--- src/rtl/core/natt_pkg.sv ---
// Package for the NAPT translation table: command, status, protocol and flag codes.
// Used by all modules in rtl/core.
`default_nettype none
package natt_pkg;
    localparam logic [2:0] CMD_OUT  = 3'd0;
    localparam logic [2:0] CMD_IN   = 3'd1;
    localparam logic [2:0] CMD_FADD = 3'd2;
    localparam logic [2:0] CMD_FDEL = 3'd3;
    localparam logic [2:0] CMD_AGE  = 3'd4;
    localparam logic [2:0] CMD_FIND = 3'd5;

    localparam logic [2:0] ST_OK      = 3'd0;
    localparam logic [2:0] ST_PASS    = 3'd1;
    localparam logic [2:0] ST_DISABLE = 3'd2;
    localparam logic [2:0] ST_NOMATCH = 3'd3;
    localparam logic [2:0] ST_BADPROT = 3'd4;
    localparam logic [2:0] ST_FULL    = 3'd5;
    localparam logic [2:0] ST_DUP     = 3'd6;

    localparam logic [7:0] P_TCP  = 8'd6;
    localparam logic [7:0] P_UDP  = 8'd17;
    localparam logic [7:0] P_ICMP = 8'd1;

    localparam logic [10:0] TCP_AGE_LIMIT = 11'd360;
    localparam logic [15:0] PORT_LOW  = 16'd1024;
    localparam logic [15:0] PORT_HIGH = 16'hFFFF;

    localparam int FL_FWD = 0;
    localparam int FL_RST = 1;
    localparam int FL_SYN = 2;
    localparam int FL_FIN_IN = 3;
    localparam int FL_FIN_OUT = 4;

    typedef struct packed {
        logic [7:0]  proto;
        logic [31:0] priv_addr;
        logic [15:0] priv_port;
        logic [31:0] remote_addr;
        logic [15:0] remote_port;
        logic [31:0] pub_addr;
        logic [15:0] pub_port;
        logic [10:0] age;
        logic [4:0]  flags;
    } entry_t;

    typedef struct packed {
        logic priv_hit;
        logic pub_hit;
    } match_t;
endpackage
`default_nettype wire

--- src/rtl/core/natt_match.sv ---
// Shared key compare unit: tests one stored entry against the private and public keys.
// Depends on natt_pkg.
`default_nettype none
module natt_match
    import natt_pkg::*;
(
    input  wire logic        ent_valid,
    input  wire entry_t      ent,
    input  wire logic [7:0]  key_proto,
    input  wire logic [31:0] key_addr,
    input  wire logic [15:0] key_priv_port,
    input  wire logic [15:0] key_pub_port,
    output match_t           hit
);
    logic proto_eq;
    assign proto_eq = ent_valid && (ent.proto == key_proto);
    assign hit.priv_hit = proto_eq && (ent.priv_addr == key_addr)
                          && (ent.priv_port == key_priv_port);
    assign hit.pub_hit = proto_eq && (ent.pub_port == key_pub_port);
endmodule
`default_nettype wire

--- config.mk ---
export PLATFORM = sky130hd
export DESIGN_NAME = natt_match
export DESIGN_NICKNAME = d
export VERILOG_FILES = /design/src/rtl/core/natt_pkg.sv /design/src/rtl/core/natt_match.sv
export SDC_FILE = /design/constraint.sdc
export NUM_CORES = 1
export LEC_CHECK = 0
export BUFFER_PORTS_ARGS = -buffer_cell sky130_fd_sc_hd__buf_2
export CAP_MARGIN = 20
export CORE_AREA = 2 2 95 97
export DETAILED_ROUTE_END_ITERATION = 8
export DIE_AREA = 0 0 97 99
export PLACE_DENSITY = 0.43
export RECOVER_POWER = 25
export SLEW_MARGIN = 5
export SYNTH_ARGS = -nofsm -noshare
export SYNTH_HDL_FRONTEND = slang
export SYNTH_SLANG_ARGS = --single-unit
--- constraint.sdc ---
create_clock -name vclk -period 2.25
set_input_delay 0.45 -clock vclk [all_inputs]
set_output_delay 0.45 -clock vclk [all_outputs]
set_load 0.02 [all_outputs]
# Word-level counts from Yosys, hierarchy flattened
# Cells that the tools add are included.
[totals]
ff_bits = 0
latchBits = 0
ram_bits = 0
mem_bits_ro = 0
inputBits = 241
output_inout_bits = 2
word_cells = 8
n_memories = 0
[classes]
addsub = 0
mul = 0
div_mod_pow = 0
magnitude_cmp = 0
eq_ne = 4
shift = 0
n_mux = 0
bitwise = 0
n_reduce_logical = 4
[op_table]
columns = ["operator", "n"]
rows = [
  ["equality test 16 bit", 2],
  ["equality test 32 bit", 1],
  ["equality test 8 bit", 1],
  ["logical AND 1 bit", 4],
]

# Logic depth before layout (Yosys ltp)
# Gate-level depths: netlist (run 1).
[depth]
word_depth = 4
ltp_mapped = 4
depth_no_buf = 4

# Least setup slack after synthesis (run 1)
# OpenSTA, ideal clock, no wires.
[synth_path]
kind = "input to output"
startpoint = "input port key_priv_port[2]"
endpoint = "output port hit[1] (netlist name)"
arrival_ns = 1.505
required_time_ns = 1.800
path_slack_ns = 0.295
cell_stages = 4
path_buffers = 0
cell_sequence = "xor2_1 -> nor4_2 -> nand4_1 -> nor4_2"
[synth_lines]
columns = ["element", "line", "rtl"]
rows = [
  ["start: declaration", "natt_match.sv:11", "input wire logic [15:0] key_priv_port,"],
  ["end: declaration", "natt_match.sv:13", "output match_t hit"],
]

==> out/qor.yml, run 1 <==
place:
  place_area_um2: 1680
  place_hpwl_mm: 3.86
  dp_slack_ps: -16.0
  finalWeightedCongestion: 0.699
  io_buffers: 147
  place_inst: 352
cells_and_area:
  drive_above_1_share_pct: 65.2
  synthToLayoutAreaGrowth_pct: 120
  fillerInstances: 983
  clkbuf_count: 0
  finalNonFillerCells: 353
  n_sequential_cell: 0
  final_nets: 487
  fin_area_um2: 1780
  seq_area_um2: 0
global_route:
  grt_pass1_wl_mm: 6.12
  grt_max_degree: 3
  grt.overflow.total: 0
  grt_use_total_pct: 7.72
  grt_pass1_vias: 1288
  antenna_found_initial: 1
job:
  maxCapViolCount: 0
worst_setup_path:
  worst_path_largest_cell_delay_ps: 290
  critical_path.max_fanout: 1
  required_ps: 1800
  start_kind: "input pin"
  crit_slowest_cell: "nor4_2"
  cp-end-kind: "output port"
  path_common_cell: "nor4_2"
  crit_arrival_ps: 1650
  path_class: "in2out"
  cp_cell_sequence: "buf_2 > xor2_1 > nor4_2 > nand4_1 > nor4_2 > buf_4"
drt:
  drt_iter0_drc: 9
  drc: 0
  totalWireLength_mm: 4.07
  firstDrtPassIters: 4
  vias_per_cell: 3.51
  wl_per_cell_um: 11.5
  postRouteAntennaNets: 0
  num_vias: 1238
synth:
  synth.most_common_cell: "xor2_1"
  ys_top_cells_by_count: "xor2_1, nor4_1, nand4_1"
  muxShareOfSynthArea_pct: 0
  ys_types: 7
  seq_area_frac_synth_pct: 0
  yosysWarnings: 0
  synth-simple-area-share_pct: 22.0
  synth_top_family_by_area: "XOR/XNOR gates"
  synth-compound-area-share_pct: 0
  synthAdderAreaFrac_pct: 0
  yosysTopAreaCell: "xor2_1"
  avgSynthCellArea_um2: 8.33
  synth_area_um2: 808
  syn_inst: 97
  yosys-top-cells-area: "xor2_1, nor4_1, nor4_2"
  yosys.area_share.xor_xnor_pct: 78.0
  synth_top_area_share_pct: 76.9
  synth_fp_nets: 338
timing:
  maxSlewHeadroom_pct: 78.3
  fin_crit_ps: 2100
  tightest_slew_ps: 323
  tns_ps: 0
  hold_viol: 0
  setup_violations: 0
  period_share_pct: 93.2
  slew_viol_final: 0
  fmax_ghz: 0.477
  postLayoutSetupSlackWorst_ps: 154
floorplanning:
  dieArea_um2: 9600
  initial_core_util_pct: 9.45
  io_pins: 243
  core_um2: 8550
  die_y_um: 99
  rows: 34
  die_w_um: 97
run_status:
  outcome: "complete, no violations"
cts:
  post_cts_buffers: 0
worst_hold_path:
  min_path_cells: 4
  min_path_type: "in2out"
power:
  powerDensity_nw_per_um2: 155
  p_leak_nw: 0.913
  finalPower_mw: 0.275
  vdd.ir_drop.worst_uv: 38.8
## critical path: cells and delay by family
| kind | cells | cell delay (ps) |
|---|---|---|
| xor+xnor | 1 | 160 |
| buf+inv | 2 | 280 |
| simple gates | 3 | 750 |
## stage by stage
stage / util [%] / hold slack, ps
finish: 20.8 / 1320
global route: 20.8 / 1360
CTS: 19.7 / 1340
detailed placement: 19.6 / 1330
global placement: 19.6 / 1340
floorplan: - / 1060
## what timing repair did
| item | 4_1_cts | 5_1_grt |
|---|---|---|
| pin swaps | 1 | 10 |
| resized for setup | 1 | 15 |
| hold buffers | 0 | 0 |
| setup endpoints to repair | 1 | 1 |
## cells by family (layout without fill, tap and decap cells)
family        count (synthesis)  after routing
xor+xnor                     72             72
buf+inv                       0            147
other cells                   0              1
simple gates                 25             25
## power breakdown
| part | leakage, nW | internal (mW) | total [mW] | switching (mW) |
|---|---|---|---|---|
| combinational | 0.913 | 0.160 | 0.275 | 0.116 |
| clock | 0.00000634 | 0.0000000594 | 0.0000000594 | 0 |
| sequential | 0 | 0 | 0 | 0 |
| total | 0.913 | 0.160 | 0.275 | 0.116 |
## layout make-up
cell class | count | area, um^2 | area share [%]
well taps | 108 | 135 | 7.59
repair buffers | 147 | 774 | 43.5
multi-input cells | 97 | 867 | 48.7
diodes | 1 | 2.50 | 0.141
## final timing paths
kind,start,end,slack (ps)
min,ent_valid,hit[1],1320
max,key_priv_port[15],hit[1],150
## placed cells by master (no fill, tap or decap)
cell / count
nor3_1: 1
xnor2_1: 1
nor4_1: 7
nand4_1: 5
nor2_1: 1
xor2_1: 69
diode_2: 1
xor2_2: 2
nor4_2: 11
buf_4: 1
clkbuf_1: 1
buf_2: 139
buf_6: 6
## layer usage
layer  vias up  GRT usage, %  share of wire, %  wire length, um
met5         -             0                 0                0
met4         0             0                 0                0
met1       513          9.94                40             1640
met2        93          13.2                46             1860
li1        632             -                 -                -
met3         0          2.84                14              565
Power figures use the tool's default switching activity.
==> run 2, diff against run 1 <==
- PLACE_DENSITY: 0.43 -> not set
- SLEW_MARGIN: 5 -> not set
==> run 2 against run 1 <==
Compared with the run above:
- non-clock buffer count did not move
- sequential cell count did not move
- combinational power fell by 4%
- hold slack improved by 8.2 ps
- final cell count fell by 0.28%
- wire length rose by 3.2%
- count of clock-buffer cells in the layout did not move
- largest cell class unchanged
- critical path depth did not move
- utilization fell by 0.70 points
- first-iteration DRC count fell by 67%
==> out/qor.yml, run 2 (synthesis results as in run 1) <==
worst_setup_path:
  start_kind: "input pin"
  cp_cell_sequence: "buf_2 > xor2_1 > nor4_2 > nand4_1 > nor4_2 > buf_4"
  path_class: "in2out"
  crit_buf_inv: 2
  critical_path.max_fanout: 1
  cp-end-kind: "output port"
  crit_slowest_cell: "nor4_2"
  path_common_cell: "nor4_2"
  crit_arrival_ps: 1710
  required_ps: 1800
  worst_path_largest_cell_delay_ps: 310
  critPathTopFamily: "simple AND/OR/NAND/NOR gates"
floorplanning:
  core_um2: 8550
  dieArea_um2: 9600
  io_pins: 243
  die_y_um: 99
  rows: 34
  die_w_um: 97
  initial_core_util_pct: 9.45
drt:
  firstDrtPassIters: 2
  wl_per_cell_um: 11.9
  totalWireLength_mm: 4.20
  drt_iter0_drc: 3
  num_vias: 1227
  vias_per_cell: 3.49
  drc: 0
  postRouteAntennaNets: 0
cells_and_area:
  final_nets: 487
  synthToLayoutAreaGrowth_pct: 113
  clkbuf_count: 0
  fin_area_um2: 1720
  fillerInstances: 985
  layout_common_cells: "buf_2, xor2_1, nor4_1"
  post-route-util_pct: 20.1
  antennaDiodeCount: 0
  final_common_cell: "buf_2"
  drive_above_1_share_pct: 63.5
  n_sequential_cell: 0
  seq_area_um2: 0
timing:
  slew_viol_final: 0
  tightest_slew_ps: 307
  hold_viol: 0
  fmax_ghz: 0.463
  fin_crit_ps: 2160
  rsz0062_at_grt: "true"
  maxSlewHeadroom_pct: 79.3
  setup_violations: 0
  period_share_pct: 95.9
  timing.hold.ws_ps: 1330
power:
  powerDensity_nw_per_um2: 153
  vdd.ir_drop.worst_uv: 35.2
  finalPower_mw: 0.264
  p_leak_nw: 0.900
job:
  maxCapViolCount: 0
place:
  place_area_um2: 1680
  io_buffers: 147
  finalWeightedCongestion: 0.771
  place_hpwl_mm: 4.03
run_status:
  outcome: "complete, no violations"
global_route:
  grt_pass1_vias: 1272
  grt_max_degree: 3
  grt_pass1_wl_mm: 6.00
  grt.overflow.total: 0
  antenna_found_initial: 0
  grt_use_total_pct: 7.80
worst_hold_path:
  whs_endpoint: "hit[1]"
  worstHoldStart: "ent_valid"
  min_path_cells: 4
  min_path_type: "in2out"
## run 2: cell count changes in the layout (fill, tap and decap cells not counted), moves of 3 or more
cell,before,now
buf_2,139,144
buf_6,6,1
nor4_1,7,10
nor4_2,11,8
## run 2: per-layer routing
metal	part of all wire [%]	up-vias	GRT usage [%]
met1	39	513	9.39
met3	12	0	2.48
met2	49	82	14.5
met5	0	-	0
li1	-	632	-
met4	0	0	0
## run 2: worst max-delay path by stage
stage / start / end / slack, ps / cells past startpoint
final: key_priv_port[7] / hit[1] / 90 / 6
after global routing: ent[156] / hit[1] / -20 / 6
after CTS: key_addr[16] / hit[1] / 50 / 6
after detailed placement: key_addr[16] / hit[1] / -10 / 6
after global placement: key_addr[16] / hit[1] / -8 / 6
after floorplan: key_priv_port[2] / hit[1] / 300 / 4
## run 2: cell type report
class	count	area [um^2]	area share, %
multi-input combinational	97	841	48.9
tap	108	135	7.86
timing repair buffer	147	743	43.2
## run 2: timing repair
action,4_1_cts,5_1_grt
cloned,0,0
buffers inserted,0,0
hold endpoints to repair,0,0
gates resized for setup,1,6
pin swaps,0,5
setup endpoints to repair,1,1
hold buffers,0,0
## run 2: through the flow
step | setup TNS (ps) | instances | setup WS [ps]
finish | 0 | 352 | 91.5
global placement | -7.88 | 352 | -7.88
detailed placement | -12.8 | 352 | -12.8
CTS | 0 | 352 | 54.6
floorplan | 0 | 97 | 295
global route | -15.6 | 352 | -15.6
## run 2: where the power goes
group	switching (mW)	total, mW	internal, mW
sequential	0	0	0
combinational	0.111	0.264	0.153
clock	0	0	0
==> run 3, diff against run 2 <==
- MAX_ROUTING_LAYER: not set -> met4
==> run 3 against run 2 <==
Compared with the run above:
- setup slack stayed put
- utilization stayed put
- first-iteration DRC count is 33% lower
- combinational power hardly changed
- largest cell class unchanged
- largest power group unchanged
==> out/qor.yml, run 3 (synthesis results as in run 1) <==
run_status:
  outcome: "complete, no violations"
drt:
  totalWireLength_mm: 4.19
  postRouteAntennaNets: 0
  drc: 0
  num_vias: 1227
  vias_per_cell: 3.49
  firstDrtPassIters: 2
  wl_per_cell_um: 11.9
  drt_iter0_drc: 2
worst_hold_path:
  whs_endpoint: "hit[1]"
  worstHoldStart: "ent_valid"
  min_path_cells: 4
  min_path_type: "in2out"
place:
  finalWeightedCongestion: 0.781
  place_inst: 352
  place_hpwl_mm: 4.03
  dp_slack_ps: -12.8
  io_buffers: 147
timing:
  fin_crit_ps: 2160
  slew_viol_final: 0
  setup_violations: 0
  rsz0062_at_grt: "true"
  tns_ps: 0
  hold_viol: 0
  maxSlewHeadroom_pct: 79.3
  fmax_ghz: 0.463
  period_share_pct: 95.9
  timing.hold.ws_ps: 1330
  tightest_slew_ps: 307
  postLayoutSetupSlackWorst_ps: 91.5
global_route:
  grt_max_degree: 3
  grt.overflow.total: 0
  grt_pass1_vias: 1288
  grt_use_total_pct: 8.04
  grt_pass1_wl_mm: 5.94
  antenna_found_initial: 0
floorplanning:
  initial_core_util_pct: 9.45
  die_w_um: 97
  io_pins: 243
  dieArea_um2: 9600
  core_um2: 8550
  rows: 34
  die_y_um: 99
cells_and_area:
  final_common_cell: "buf_2"
  post-route-util_pct: 20.1
  clkbuf_count: 0
  drive_above_1_share_pct: 63.5
  fillerInstances: 985
  layout_common_cells: "buf_2, xor2_1, nor4_1"
  synthToLayoutAreaGrowth_pct: 113
  n_sequential_cell: 0
  seq_area_um2: 0
  final_nets: 487
  antennaDiodeCount: 0
  finalNonFillerCells: 352
  multi_input_area_um2: 841
worst_setup_path:
  crit_arrival_ps: 1710
  cp-end-kind: "output port"
  critical_path.max_fanout: 1
  required_ps: 1800
  path_class: "in2out"
  start_kind: "input pin"
job:
  maxCapViolCount: 0
cts:
  cts_hold_buf: 0
  post_cts_buffers: 0
power:
  vdd.ir_drop.worst_uv: 35.2
  powerDensity_nw_per_um2: 153
  p_leak_nw: 0.900
run 3: cell counts in the layout (fill, tap and decap cells not counted):
Identical to the previous run, type by type.
run 3: per-stage QoR:
stage          instance area (um^2)  total power [mW]
5_1_grt                        1720             0.294
4_1_cts                        1690             0.262
3_5_place_dp                   1680             0.259
2_1_floorplan                   808            0.0962
6_report                       1720             0.264
3_3_place_gp                   1680             0.251
run 3: report_power, final:
group / internal (mW) / switching (mW)
registers: 0 / 0
logic: 0.153 / 0.111
clock network: 0 / 0
run 3: what timing repair did:
item,in CTS,in global routing
pin swaps,0,5
resized for setup,1,6
endpoints found under the setup margin,1,1
run 3: metal layers:
layer	global-route usage (%)	up-vias	share of wire (%)
met3	2.55	0	12
met5	-	-	0
li1	-	632	-
met2	14.5	82	49
met1	9.35	513	39
met4	0	0	0
run 3: worst max path at each step:
stage / start / to / slack [ps] / cells after the start
global route: ent[156] / hit[1] / -20 / 6
detailed placement: key_addr[16] / hit[1] / -10 / 6
finish: key_priv_port[7] / hit[1] / 90 / 6
floorplan: key_priv_port[2] / hit[1] / 300 / 4
global placement: key_addr[16] / hit[1] / -8 / 6
CTS: key_addr[16] / hit[1] / 50 / 6
run 3: area by class of cell:
type,count,share of cell area (%)
timing repair buffer,147,43.2
multi-input combinational,97,48.9
tap,108,7.86
run 3: critical path, cell delays in order:
cell     delay, ps
buf_2          100
xor2_1         160
nor4_2         310
nand4_1        190
nor4_2         310
buf_4          190
